### src/rtl/core/ntha_pkg.sv
// Shared types and constants of the nearest-target history averager.
// No dependencies; imported by every module of the block except ntha_ram.
package ntha_pkg;

  localparam int HIST_DEPTH = 10;
  localparam int COORD_W    = 32;
  localparam int LABEL_W    = 8;
  localparam int CNT_W      = $clog2(HIST_DEPTH + 1);
  localparam int SLOT_W     = (HIST_DEPTH > 1) ? $clog2(HIST_DEPTH) : 1;
  localparam int SUM_W      = COORD_W + CNT_W;
  localparam int DIV_CNT_W  = $clog2(SUM_W);
  localparam int HIST_W     = 3 * COORD_W;
  localparam int QDEPTH     = 4;
  localparam int QPTR_W     = $clog2(QDEPTH);

  localparam logic [LABEL_W-1:0] TARGET_LABEL_RST = LABEL_W'(1);

  typedef enum logic {
    REQ_OBJECT = 1'b0,
    REQ_QUERY  = 1'b1
  } req_kind_t;

  typedef enum logic {
    CMD_PUSH  = 1'b0,
    CMD_QUERY = 1'b1
  } cmd_kind_t;

  typedef enum logic [1:0] {
    BK_IDLE,
    BK_PUSH_RD,
    BK_PUSH_WR,
    BK_DIV
  } back_state_t;

  typedef struct packed {
    logic                      req_type;
    logic [LABEL_W-1:0]        label;
    logic signed [COORD_W-1:0] pos_x;
    logic signed [COORD_W-1:0] pos_y;
    logic signed [COORD_W-1:0] pos_z;
    logic                      frame_last;
  } in_item_t;

  typedef struct packed {
    logic                      success;
    logic signed [COORD_W-1:0] avg_x;
    logic signed [COORD_W-1:0] avg_y;
    logic signed [COORD_W-1:0] avg_z;
  } out_item_t;

  typedef struct packed {
    cmd_kind_t                 kind;
    logic signed [COORD_W-1:0] x;
    logic signed [COORD_W-1:0] y;
    logic signed [COORD_W-1:0] z;
  } cmd_t;

  typedef struct packed {
    logic full;
    logic empty;
  } cmdq_stat_t;

endpackage

### src/rtl/core/ntha_ram.sv
// Generic single-write, single-read RAM with registered read data.
// No dependencies.
module ntha_ram #(
  parameter int WIDTH = 8,
  parameter int DEPTH = 16
) (
  input  logic                                     clk,
  input  logic                                     we,
  input  logic [((DEPTH > 1) ? $clog2(DEPTH) : 1)-1:0] waddr,
  input  logic [WIDTH-1:0]                         wdata,
  input  logic [((DEPTH > 1) ? $clog2(DEPTH) : 1)-1:0] raddr,
  output logic [WIDTH-1:0]                         rdata
);

  logic [WIDTH-1:0] mem_r [DEPTH];
  logic [WIDTH-1:0] rdata_r;

  always_ff @(posedge clk) begin
    if (we) begin
      mem_r[waddr] <= wdata;
    end
    rdata_r <= mem_r[raddr];
  end

  assign rdata = rdata_r;

endmodule

### src/rtl/core/ntha_front.sv
// Front end: takes items, tracks the nearest target of the open frame and
// queues push and query commands. Depends on ntha_pkg.
module ntha_front (
  input  logic                             clk,
  input  logic                             rst_n,
  input  logic                             push,
  output logic                             full,
  input  ntha_pkg::in_item_t               in_data,
  input  logic                             cfg_valid,
  output logic                             cfg_ready,
  input  logic [ntha_pkg::LABEL_W-1:0]     cfg_data,
  input  ntha_pkg::cmdq_stat_t             q_stat,
  output logic                             q_wr,
  output ntha_pkg::cmd_t                   q_wdata
);
  import ntha_pkg::*;

  logic [LABEL_W-1:0]        label_r;
  logic                      best_valid_r, best_valid_nxt;
  logic signed [COORD_W-1:0] best_x_r, best_x_nxt;
  logic signed [COORD_W-1:0] best_y_r, best_y_nxt;
  logic signed [COORD_W-1:0] best_z_r, best_z_nxt;
  logic                      accept;
  logic                      is_query;
  logic                      take;

  assign cfg_ready = 1'b1;
  assign full      = q_stat.full;
  assign accept    = push && !q_stat.full;
  assign is_query  = (in_data.req_type == REQ_QUERY);

  always_comb begin
    take = (in_data.label == label_r) &&
           (!best_valid_r || (in_data.pos_z < best_z_r));
    best_x_nxt = take ? in_data.pos_x : best_x_r;
    best_y_nxt = take ? in_data.pos_y : best_y_r;
    best_z_nxt = take ? in_data.pos_z : best_z_r;
    best_valid_nxt = in_data.frame_last ? 1'b0 : (best_valid_r || take);
    q_wr = accept && (is_query || (in_data.frame_last && (best_valid_r || take)));
    q_wdata.kind = is_query ? CMD_QUERY : CMD_PUSH;
    q_wdata.x    = best_x_nxt;
    q_wdata.y    = best_y_nxt;
    q_wdata.z    = best_z_nxt;
  end

  always_ff @(posedge clk) begin
    if (!rst_n) begin
      label_r      <= TARGET_LABEL_RST;
      best_valid_r <= 1'b0;
      best_x_r     <= '0;
      best_y_r     <= '0;
      best_z_r     <= '0;
    end else begin
      if (cfg_valid) begin
        label_r <= cfg_data;
      end
      if (accept && !is_query) begin
        best_valid_r <= best_valid_nxt;
        best_x_r     <= best_x_nxt;
        best_y_r     <= best_y_nxt;
        best_z_r     <= best_z_nxt;
      end
    end
  end

endmodule

### src/rtl/core/ntha_cmdq.sv
// Short command queue between front and back end.
// Depends on ntha_pkg.
module ntha_cmdq (
  input  logic                 clk,
  input  logic                 rst_n,
  input  logic                 wr,
  input  ntha_pkg::cmd_t       wdata,
  input  logic                 rd,
  output ntha_pkg::cmd_t       rdata,
  output ntha_pkg::cmdq_stat_t stat
);
  import ntha_pkg::*;

  cmd_t              mem_r [QDEPTH];
  logic [QPTR_W-1:0] wptr_r, rptr_r;
  logic [QPTR_W:0]   cnt_r;

  assign stat.full  = (cnt_r == (QPTR_W + 1)'(QDEPTH));
  assign stat.empty = (cnt_r == '0);
  assign rdata      = mem_r[rptr_r];

  always_ff @(posedge clk) begin
    if (wr) begin
      mem_r[wptr_r] <= wdata;
    end
  end

  always_ff @(posedge clk) begin
    if (!rst_n) begin
      wptr_r <= '0;
      rptr_r <= '0;
      cnt_r  <= '0;
    end else begin
      if (wr) begin
        wptr_r <= (wptr_r == QPTR_W'(QDEPTH - 1)) ? '0 : wptr_r + 1'b1;
      end
      if (rd) begin
        rptr_r <= (rptr_r == QPTR_W'(QDEPTH - 1)) ? '0 : rptr_r + 1'b1;
      end
      cnt_r <= cnt_r + (QPTR_W + 1)'(wr) - (QPTR_W + 1)'(rd);
    end
  end

endmodule

### src/rtl/core/ntha_back.sv
// Back end: ring history with running sums, and a bit-serial divider that
// averages the sums on a query. Depends on ntha_pkg and ntha_ram.
module ntha_back (
  input  logic                 clk,
  input  logic                 rst_n,
  input  ntha_pkg::cmdq_stat_t q_stat,
  input  ntha_pkg::cmd_t       q_rdata,
  output logic                 q_rd,
  output logic                 empty,
  input  logic                 pop,
  output ntha_pkg::out_item_t  out_data
);
  import ntha_pkg::*;

  back_state_t                state_r, state_nxt;
  logic [SLOT_W-1:0]          slot_r;
  logic [CNT_W-1:0]           cnt_r;
  logic signed [SUM_W-1:0]    sum_r [3];
  logic signed [SUM_W-1:0]    sum_nxt [3];
  cmd_t                       cur_r;
  logic                       neg_r [3];
  logic [CNT_W-1:0]           rem_r [3];
  logic [CNT_W-1:0]           rem_nxt [3];
  logic [SUM_W-1:0]           quo_r [3];
  logic [SUM_W-1:0]           quo_nxt [3];
  logic [SUM_W-1:0]           res [3];
  logic [DIV_CNT_W-1:0]       dcnt_r;
  logic                       out_valid_r;
  out_item_t                  out_data_r;
  logic                       ram_we;
  logic [HIST_W-1:0]          ram_rdata;
  logic signed [COORD_W-1:0]  new_c [3];
  logic signed [COORD_W-1:0]  old_c [3];
  logic                       hist_full;
  logic                       div_start;
  logic                       div_done;
  logic                       zero_query;
  logic [CNT_W:0]             trial [3];
  logic                       ge [3];

  ntha_ram #(
    .WIDTH(HIST_W),
    .DEPTH(HIST_DEPTH)
  ) u_hist (
    .clk  (clk),
    .we   (ram_we),
    .waddr(slot_r),
    .wdata({cur_r.x, cur_r.y, cur_r.z}),
    .raddr(slot_r),
    .rdata(ram_rdata)
  );

  assign hist_full = (cnt_r == CNT_W'(HIST_DEPTH));
  assign new_c[0]  = cur_r.x;
  assign new_c[1]  = cur_r.y;
  assign new_c[2]  = cur_r.z;
  assign old_c[0]  = ram_rdata[3*COORD_W-1:2*COORD_W];
  assign old_c[1]  = ram_rdata[2*COORD_W-1:COORD_W];
  assign old_c[2]  = ram_rdata[COORD_W-1:0];

  // next state
  always_comb begin
    state_nxt = state_r;
    case (state_r)
      BK_IDLE: begin
        if (q_rd) begin
          if (q_rdata.kind == CMD_PUSH) begin
            state_nxt = BK_PUSH_RD;
          end else if (cnt_r != '0) begin
            state_nxt = BK_DIV;
          end
        end
      end
      BK_PUSH_RD: state_nxt = BK_PUSH_WR;
      BK_PUSH_WR: state_nxt = BK_IDLE;
      BK_DIV: begin
        if (dcnt_r == '0) begin
          state_nxt = BK_IDLE;
        end
      end
      default: state_nxt = BK_IDLE;
    endcase
  end

  // control outputs
  always_comb begin
    q_rd       = 1'b0;
    ram_we     = 1'b0;
    div_start  = 1'b0;
    zero_query = 1'b0;
    div_done   = 1'b0;
    case (state_r)
      BK_IDLE: begin
        q_rd = !q_stat.empty && ((q_rdata.kind == CMD_PUSH) || !out_valid_r);
        div_start  = q_rd && (q_rdata.kind == CMD_QUERY) && (cnt_r != '0);
        zero_query = q_rd && (q_rdata.kind == CMD_QUERY) && (cnt_r == '0);
      end
      BK_PUSH_WR: ram_we = 1'b1;
      BK_DIV:     div_done = (dcnt_r == '0);
      default: begin
      end
    endcase
  end

  always_comb begin
    for (int i = 0; i < 3; i++) begin
      sum_nxt[i] = sum_r[i] + SUM_W'(new_c[i]) - (hist_full ? SUM_W'(old_c[i]) : '0);
      trial[i]   = {rem_r[i], quo_r[i][SUM_W-1]};
      ge[i]      = (trial[i] >= {1'b0, cnt_r});
      rem_nxt[i] = ge[i] ? CNT_W'(trial[i] - {1'b0, cnt_r}) : trial[i][CNT_W-1:0];
      quo_nxt[i] = {quo_r[i][SUM_W-2:0], ge[i]};
      res[i]     = neg_r[i] ? (~quo_nxt[i] + 1'b1) : quo_nxt[i];
    end
  end

  always_ff @(posedge clk) begin
    if (!rst_n) begin
      state_r     <= BK_IDLE;
      slot_r      <= '0;
      cnt_r       <= '0;
      out_valid_r <= 1'b0;
      for (int i = 0; i < 3; i++) begin
        sum_r[i] <= '0;
      end
    end else begin
      state_r <= state_nxt;
      if (ram_we) begin
        for (int i = 0; i < 3; i++) begin
          sum_r[i] <= sum_nxt[i];
        end
        slot_r <= (slot_r == SLOT_W'(HIST_DEPTH - 1)) ? '0 : slot_r + 1'b1;
        if (!hist_full) begin
          cnt_r <= cnt_r + 1'b1;
        end
      end
      if (zero_query || div_done) begin
        out_valid_r <= 1'b1;
      end else if (pop) begin
        out_valid_r <= 1'b0;
      end
    end
  end

  always_ff @(posedge clk) begin
    if (q_rd) begin
      cur_r <= q_rdata;
    end
    if (div_start) begin
      dcnt_r <= DIV_CNT_W'(SUM_W - 1);
      for (int i = 0; i < 3; i++) begin
        neg_r[i] <= sum_r[i][SUM_W-1];
        rem_r[i] <= '0;
        quo_r[i] <= sum_r[i][SUM_W-1] ? SUM_W'(-sum_r[i]) : SUM_W'(sum_r[i]);
      end
    end else if (state_r == BK_DIV) begin
      dcnt_r <= dcnt_r - 1'b1;
      for (int i = 0; i < 3; i++) begin
        rem_r[i] <= rem_nxt[i];
        quo_r[i] <= quo_nxt[i];
      end
    end
    if (zero_query) begin
      out_data_r <= '0;
    end else if (div_done) begin
      out_data_r.success <= 1'b1;
      out_data_r.avg_x   <= res[0][COORD_W-1:0];
      out_data_r.avg_y   <= res[1][COORD_W-1:0];
      out_data_r.avg_z   <= res[2][COORD_W-1:0];
    end
  end

  assign empty    = !out_valid_r;
  assign out_data = out_data_r;

  a_cnt_range: assert property (@(posedge clk) disable iff (!rst_n)
    cnt_r <= CNT_W'(HIST_DEPTH))
    else $error("history count above depth");

  a_slot_tracks_cnt: assert property (@(posedge clk) disable iff (!rst_n)
    !hist_full |-> (CNT_W'(slot_r) == cnt_r))
    else $error("write slot out of step with count before wrap");

  a_div_out_free: assert property (@(posedge clk) disable iff (!rst_n)
    (state_r == BK_DIV) |-> !out_valid_r)
    else $error("divider running while result register holds an item");

  a_empty_sums: assert property (@(posedge clk) disable iff (!rst_n)
    (cnt_r == '0) |-> (sum_r[0] == '0 && sum_r[1] == '0 && sum_r[2] == '0))
    else $error("nonzero sums with empty history");

endmodule

### src/rtl/core/nearest_target_history_average_top.sv
// Top level of the nearest-target history averager.
// Depends on ntha_pkg, ntha_front, ntha_cmdq, ntha_back.
//
// Objects are taken one per cycle while the command queue has room; the
// front end keeps the nearest object of the configured label per frame and
// on the frame's last object queues a push if one was kept. A push passes
// through the back end's dequeue, history RAM read, and sum update and write
// steps. A query on an empty history returns failure in the cycle after it is
// dequeued; otherwise the averages come from a bit-serial divider, one
// quotient bit per cycle over the 36-bit sums. A query also waits for the
// result register to be popped. target_label may be written at any cycle;
// cfg_ready is always high.
module nearest_target_history_average_top (
  input  logic                         clk,
  input  logic                         rst_n,
  input  logic                         push,
  output logic                         full,
  input  ntha_pkg::in_item_t           in_data,
  output logic                         empty,
  input  logic                         pop,
  output ntha_pkg::out_item_t          out_data,
  input  logic                         cfg_valid,
  output logic                         cfg_ready,
  input  logic [ntha_pkg::LABEL_W-1:0] cfg_data
);
  import ntha_pkg::*;

  cmdq_stat_t q_stat;
  logic       q_wr;
  logic       q_rd;
  cmd_t       q_wdata;
  cmd_t       q_rdata;

  ntha_front u_front (
    .clk      (clk),
    .rst_n    (rst_n),
    .push     (push),
    .full     (full),
    .in_data  (in_data),
    .cfg_valid(cfg_valid),
    .cfg_ready(cfg_ready),
    .cfg_data (cfg_data),
    .q_stat   (q_stat),
    .q_wr     (q_wr),
    .q_wdata  (q_wdata)
  );

  ntha_cmdq u_cmdq (
    .clk  (clk),
    .rst_n(rst_n),
    .wr   (q_wr),
    .wdata(q_wdata),
    .rd   (q_rd),
    .rdata(q_rdata),
    .stat (q_stat)
  );

  ntha_back u_back (
    .clk     (clk),
    .rst_n   (rst_n),
    .q_stat  (q_stat),
    .q_rdata (q_rdata),
    .q_rd    (q_rd),
    .empty   (empty),
    .pop     (pop),
    .out_data(out_data)
  );

endmodule

### config.mk
export PLATFORM = sky130hd
export DESIGN_NAME = nearest_target_history_average_top
export DESIGN_NICKNAME = d
export VERILOG_FILES = /design/src/rtl/core/ntha_pkg.sv /design/src/rtl/core/ntha_ram.sv /design/src/rtl/core/ntha_front.sv /design/src/rtl/core/ntha_cmdq.sv /design/src/rtl/core/ntha_back.sv /design/src/rtl/core/nearest_target_history_average_top.sv
export SDC_FILE = /design/constraint.sdc
export NUM_CORES = 2
export LEC_CHECK = 0
export BUFFER_PORTS_ARGS = -buffer_cell sky130_fd_sc_hd__buf_2
export CORE_MARGIN = 8
export CORE_UTILIZATION = 50
export DETAILED_ROUTE_END_ITERATION = 8
export PLACE_DENSITY = 0.66
export RECOVER_POWER = 50
export SYNTH_ARGS = -nofsm -noshare
export SYNTH_HDL_FRONTEND = slang
export SYNTH_HIERARCHICAL = 1
export SYNTH_SLANG_ARGS = --single-unit
### constraint.sdc
create_clock -name clk -period 60.5 [get_ports clk]
set_input_delay 9.075 -clock clk [delete_from_list [all_inputs] [get_ports clk]]
set_output_delay 9.075 -clock clk [all_outputs]
set_load 0.02 [all_outputs]
# Word-level counts from Yosys, hierarchy flattened
# Memories as Yosys holds them, arrays and structs flattened. A register that Yosys moved wholly into a read port is not among the register bits.
# Index checks and enable logic that the tools add are counted.
# Widths: inputs -> output; s select.
# classes
order_cmp	4
n_addsub	22
muxes	55
bitwise_logic	14
n_eq_ne	12
n_reduce_logical	27
# op_table
operator	count
$mux 36	12
$mux 32	6
$add 36x36->36	3
$neg 36->36	3
$sub 36x36->36	3
$add 32x1->32 const B	3
$not 32->32	3
$lt 32x32->1	1
$mux 4	7
$mux 1	21
$mux 2	8
$ge 5x4->1	3
$sub 4x4->4	3
$logic_and 1x1->1	9
$or 1x1->1	9
$add 4x1->4 const B	2
$eq 2x2->1 const B	4
$eq 4x4->1 const B	2
$eq 8x8->1	1
$pmux 2 s4	1
$logic_not 6->1	1
$sub 6x1->6 const B	1
$logic_not 1->1	5
$logic_or 1x1->1	5
other kinds (16)	18
# word_totals
reg_bits	322
in_bits	119
wordCells	160
output_inout_bits	100
mem_count	6
ram_bits	1579
# mem_list
memory	depth	word_bits	rd	rd_ports_with_merged_regs	write_ports	line	text
u_back.u_hist.mem_r	10	96	1	1	1	ntha_ram.sv:15	logic [WIDTH-1:0] mem_r [DEPTH];
u_cmdq.mem_r	4	97	1	1	1	ntha_cmdq.sv:14	cmd_t mem_r [QDEPTH];
u_back.quo_r	3	36	3	0	3	ntha_back.sv:24	logic [SUM_W-1:0] quo_r [3];
u_back.sum_r	3	36	3	0	3	ntha_back.sv:18	logic signed [SUM_W-1:0] sum_r [3];
u_back.rem_r	3	4	3	0	3	ntha_back.sv:22	logic [CNT_W-1:0] rem_r [3];
u_back.neg_r	3	1	3	0	3	ntha_back.sv:21	logic neg_r [3];

# Logic depth before layout (Yosys ltp)
# logic_depth
word_depth	9
ltp_mapped	19
mapped_depth_nobuf	16

# Modules after synthesis
# The synthesis kept the hierarchy.
# by_module_without_submodules
mod	n_inst	seq_area_each_um2	area_per_inst_um2	cells_each
ntha_ram	1	30749.5	39616.7	2057
ntha_back	1	12101.6	30006.3	3238
ntha_cmdq	1	11831.3	14442.6	551
ntha_front	1	2102.0	6869.1	733

# Least setup slack after synthesis
# No wires, ideal clock.
# synth_path
path_kind	reg-to-reg
from	register with a tool-made name
to	memory u_back/quo_r[0][0] (netlist bit) (enable)
setup_time_ns	0.483
setup_slack_ns	37.642
required_time_ns	60.017
arrival_ns	22.375
synth_period_minus_slack_ns	22.858
path_stages_with_launch	7
path_cell_list	dfxtp_1 > buf_6 > buf_8 > mux4_2 > a2111oi_0 > nand3b_1 > nand2_1
# synth_rtl
element	line
end, declared	ntha_back.sv:24

==> report_table.html <==
<table>
<tr><th>Metric</th><th>Value</th></tr>
<tr><th colspan="2">Detailed routing</th></tr>
<tr><td>Vias post-DR</td><td>53,300</td></tr>
<tr><td>Total DRC errors in the routed layout</td><td>0</td></tr>
<tr><td>Total length of routed wires</td><td>212 mm</td></tr>
<tr><td>Initial DRC count</td><td>4,745</td></tr>
<tr><td>Vias per std cell</td><td>5.75</td></tr>
<tr><td>Routed wirelength normalized by instance count</td><td>22.9 microns</td></tr>
<tr><td>Post-detailed-route count of antenna-violating nets</td><td>0</td></tr>
<tr><td>First-pass DRT Iterations</td><td>6</td></tr>
<tr><th colspan="2">Critical path</th></tr>
<tr><td>Largest incremental delay on the critical path</td><td>0.76 ns</td></tr>
<tr><td>Data required time of the worst path</td><td>61.07 ns</td></tr>
<tr><td>Buffering stage count on the worst path with inverters included</td><td>2</td></tr>
<tr><td>Slack of the worst reg-to-reg path</td><td>53.16 ns</td></tr>
<tr><td>Arrival time of the worst setup path</td><td>12.73 ns</td></tr>
<tr><td>Maximum fanout along the worst path</td><td>96</td></tr>
<tr><td>Path type of the worst setup path</td><td>input pin to flop</td></tr>
<tr><td>Critical Path Source Type</td><td>input pin</td></tr>
<tr><td>Cell class contributing the biggest share of worst-path delay</td><td>compound AO/OA/AOI/OAI gates</td></tr>
<tr><td>Kind of capture point of the worst setup path</td><td>flop</td></tr>
<tr><td>CP cell instances</td><td>buf_2 &gt; ha_1 &gt; a211o_1 &gt; a31oi_1 &gt; o221ai_1 &gt; a21oi_2 &gt; o31a_2 &gt; buf_4 &gt; nand2_8 &gt; mux2_2</td></tr>
<tr><td>Slowest cell on the critical path</td><td>sky130_fd_sc_hd__nand2_8</td></tr>
<tr><th colspan="2">GRT</th></tr>
<tr><td>Pin count of the biggest net entering global routing</td><td>158</td></tr>
<tr><td>Global-route wire length before repair</td><td>323 mm</td></tr>
<tr><td>Global-route congestion overflow total</td><td>0</td></tr>
<tr><td>Via count of the first global-routing pass</td><td>52,200</td></tr>
<tr><td>Total global-route track usage</td><td>0.210</td></tr>
<tr><td>Initial antenna violation count</td><td>28</td></tr>
<tr><th colspan="2">Synth</th></tr>
<tr><td>Cell type with the largest total area after synthesis</td><td>sky130_fd_sc_hd__edfxtp_1</td></tr>
<tr><td>Syn_area_per_cell</td><td>13.8 sq um</td></tr>
<tr><td>Unique masters post-synth</td><td>92</td></tr>
<tr><td>Cells after Synth</td><td>6,579</td></tr>
<tr><td>Biggest area contributors in the synthesized netlist</td><td>sky130_fd_sc_hd__edfxtp_1, sky130_fd_sc_hd__dfxtp_1, sky130_fd_sc_hd__mux2_2</td></tr>
<tr><td>Yosys synthesis warning count</td><td>6</td></tr>
<tr><td>Fraction of the yosys area taken by sequential cells</td><td>0.624</td></tr>
<tr><td>#FFs+latches synth</td><td>1,999</td></tr>
<tr><td>Nets in the synthesized netlist</td><td>6,979</td></tr>
<tr><td>Most instantiated flip-flop cell in the synthesis netlist</td><td>sky130_fd_sc_hd__edfxtp_1</td></tr>
<tr><td>Yosys top cell area share</td><td>0.553</td></tr>
<tr><td>Fraction of registers with async set/reset</td><td>0</td></tr>
<tr><td>Number of enable flip-flop cells after synthesis</td><td>1,675</td></tr>
<tr><td>Combined area of all synthesized cells</td><td>90,900 sq um</td></tr>
<tr><th colspan="2">Placed design</th></tr>
<tr><td>DP Cell Count</td><td>8,872</td></tr>
<tr><td>Weighted congestion at the end of routability-driven global placement</td><td>0.870</td></tr>
<tr><td>I/O Buffers</td><td>217</td></tr>
<tr><td>Worst slack at placement</td><td>47.50 ns</td></tr>
<tr><td>Post-DP HPWL</td><td>132 mm</td></tr>
<tr><th colspan="2">Timing</th></tr>
<tr><td>Worst hold slack across all endpoints</td><td>0.447 ns</td></tr>
<tr><td>Fin crit period</td><td>12.17 ns</td></tr>
<tr><td>Top achievable clock speed</td><td>82.2 MHz</td></tr>
<tr><td>Final Cycle Share</td><td>0.201</td></tr>
<tr><td>Hold violation total from the final report</td><td>0</td></tr>
<tr><td>Number of max-slew violations in the final report</td><td>1,145</td></tr>
<tr><td>Setup repair after global routing missed its margin</td><td>no</td></tr>
<tr><td>Max-Slew Margin vs Limit</td><td>-2.01</td></tr>
<tr><td>Final-layout setup total negative slack</td><td>0 ns</td></tr>
<tr><td>Transition time of the tightest slew-check pin</td><td>4.52 ns</td></tr>
<tr><td>Final setup margin</td><td>48.33 ns</td></tr>
<tr><td>Count of endpoints failing setup in the final report</td><td>0</td></tr>
<tr><td>Clk_skew</td><td>0.0519 ns</td></tr>
<tr><th colspan="2">Finish</th></tr>
<tr><td>Most frequent cells in the layout</td><td>sky130_fd_sc_hd__edfxtp_1, sky130_fd_sc_hd__inv_1, sky130_fd_sc_hd__nand2_1, sky130_fd_sc_hd__mux2_2, sky130_fd_sc_hd__dfxtp_1</td></tr>
<tr><td>Fraction of layout instances using a drive strength above 1</td><td>0.176</td></tr>
<tr><td>Synth-to-Final Area Change</td><td>10.5%</td></tr>
<tr><td>End-of-flow core utilization</td><td>0.556</td></tr>
<tr><td>Most common cell after layout, fill and taps aside</td><td>sky130_fd_sc_hd__edfxtp_1</td></tr>
<tr><td>Layout fillers</td><td>14,600</td></tr>
<tr><td>Net total in the final layout</td><td>7,105</td></tr>
<tr><td>Final cell count without fillers</td><td>9,257</td></tr>
<tr><th colspan="2">CTS</th></tr>
<tr><td>Root cell of the clock tree</td><td>sky130_fd_sc_hd__clkbuf_16</td></tr>
<tr><td>Clock tree from TritonCTS</td><td>built</td></tr>
<tr><td>Maximum number of buffers from clock root to sink</td><td>3</td></tr>
<tr><td>Total number of H-tree levels</td><td>4</td></tr>
<tr><td>Cts bufs inserted</td><td>201</td></tr>
<tr><td>CTS clock-pin slew for the worst setup and hold paths</td><td>0.06 ns</td></tr>
<tr><td>Clock sink total</td><td>1,999</td></tr>
<tr><td>Count of hold buffers inserted by post-cts repair</td><td>0</td></tr>
<tr><td>Count of cells resized by post-cts repair</td><td>0</td></tr>
<tr><td>Number of post-CTS setup repair buffers</td><td>0</td></tr>
<tr><td>Insertion delay to the later sink of the worst-skew pair</td><td>0.85 ns</td></tr>
<tr><th colspan="2">Power and ir drop</th></tr>
<tr><td>Static Leakage</td><td>0.0346 uW</td></tr>
<tr><td>PD cells</td><td>44.6 nW/um^2</td></tr>
<tr><td>Worst vdd rail ir drop</td><td>0.0000322 V</td></tr>
<tr><th colspan="2">Outcome</th></tr>
<tr><td>Violated checks</td><td>max-capacitance violations, max-slew violations</td></tr>
<tr><td>Run status</td><td>complete, but fails checks</td></tr>
<tr><th colspan="2">Floorplan</th></tr>
<tr><td>Placeable core region</td><td>181,000 sq um</td></tr>
<tr><td>Die height</td><td>442 microns</td></tr>
<tr><td>Cell row count</td><td>156</td></tr>
<tr><td>Count of boundary I/O pins</td><td>219</td></tr>
<tr><td>Die footprint</td><td>196,000 sq um</td></tr>
<tr><td>Die span in x</td><td>442 microns</td></tr>
<tr><td>Initial Utilization</td><td>0.503</td></tr>
<tr><th colspan="2">Hold path</th></tr>
<tr><td>Type of the worst min-delay path</td><td>flop to flop</td></tr>
<tr><th colspan="2">Flow run</th></tr>
<tr><td># Max-Cap Violations</td><td>25</td></tr>
</table>
==> stage by stage <==
step	power [uW]	instance area, sq um
finish	4480	100000
global route	4720	100000
CTS	4490	101000
detailed placement	3240	93900
global placement	3220	93900
floorplan	2880	90900
==> sequential cells by signal, indices dropped and copies added, names as in the netlist, 96 cells and up, named ones only <==
register / count
u_back/out_data: 97
u_cmdq/mem_r: 388
u_back/sum_r: 108
u_back/u_hist/mem_r: 960
u_back/quo_r: 108
u_back/cur_r: 96
u_back/u_hist/rdata: 96
==> area by class of cell <==
type / count / area (sq um) / share of cell area
flip-flops and latches: 1999 / 56800 / 0.565
multi-input cells: 3720 / 30600 / 0.304
clock buffers: 272 / 5520 / 0.0549
well taps: 2370 / 2970 / 0.0295
inverters: 502 / 1890 / 0.0188
repair buffers: 281 / 1510 / 0.0151
clock inverters: 107 / 1220 / 0.0122
diodes: 6 / 15.0 / 0.000149
==> Yosys cell counts, drive strengths merged (49+ instances only) <==
| master | number |
|---|---|
| a211oi | 87 |
| a21o | 49 |
| a21oi | 222 |
| a22o | 98 |
| and2 | 121 |
| buf | 128 |
| clkbuf | 230 |
| dfxtp | 324 |
| edfxtp | 1675 |
| fa | 109 |
| ha | 172 |
| inv | 502 |
| mux2 | 384 |
| mux2i | 213 |
| mux4 | 97 |
| nand2 | 403 |
| nand3 | 49 |
| nand4 | 139 |
| nor2 | 248 |
| nor3 | 49 |
| o21ai | 276 |
| o22ai | 100 |
| o31ai | 264 |
| xnor2 | 161 |
| xor2 | 132 |
==> tightest hold or removal path, cell delays in order, from the launching register on <==
cell,delay (ns)
sky130_fd_sc_hd__dfxtp_1,0.32
sky130_fd_sc_hd__nand2_1,0.04
sky130_fd_sc_hd__o21ai_0,0.05
==> worst paths after layout <==
kind / start / end / cells past startpoint
worst min register to register: u_back/out_data[61] / u_back/out_data[61] / 2
worst max-delay path: in_data[3] / u_cmdq/mem_r[3][40] / 10
worst min-delay path: u_back/out_data[61] / u_back/out_data[61] / 2
worst max register to register: u_back/state_r[1] / u_back/quo_r[0][48] / 3
==> power by group <==
group,internal [uW],total [uW],switching [uW]
Sequential,1730,1900,165
Clock,722,1250,528
Combinational,526,1330,805
==> layer usage <==
layer | track usage | vias up | wire (microns)
met5 | 0 | - | 43
li1 | - | 24800 | -
met1 | 0.324 | 26500 | 102000
met3 | 0.0343 | 285 | 14700
met2 | 0.315 | 1708 | 91800
met4 | 0.0432 | 6 | 3610
==> kinds of logic (layout without fill, tap and decap cells) <==
logic type	after synthesis	count (layout)	share of synthesized area
flip-flops	1999	1999	0.624
AO/OA/AOI/OAI	1242	1242	0.0963
AND/OR/NAND/NOR	1208	1208	0.0659
buffers and inverters	860	1162	0.0405
multiplexers	694	694	0.0967
XOR/XNOR	294	294	0.0285
adder cells (fa/ha/maj)	281	281	0.0477
other	1	7	0.0000412
Power figures use the tool's default switching activity.
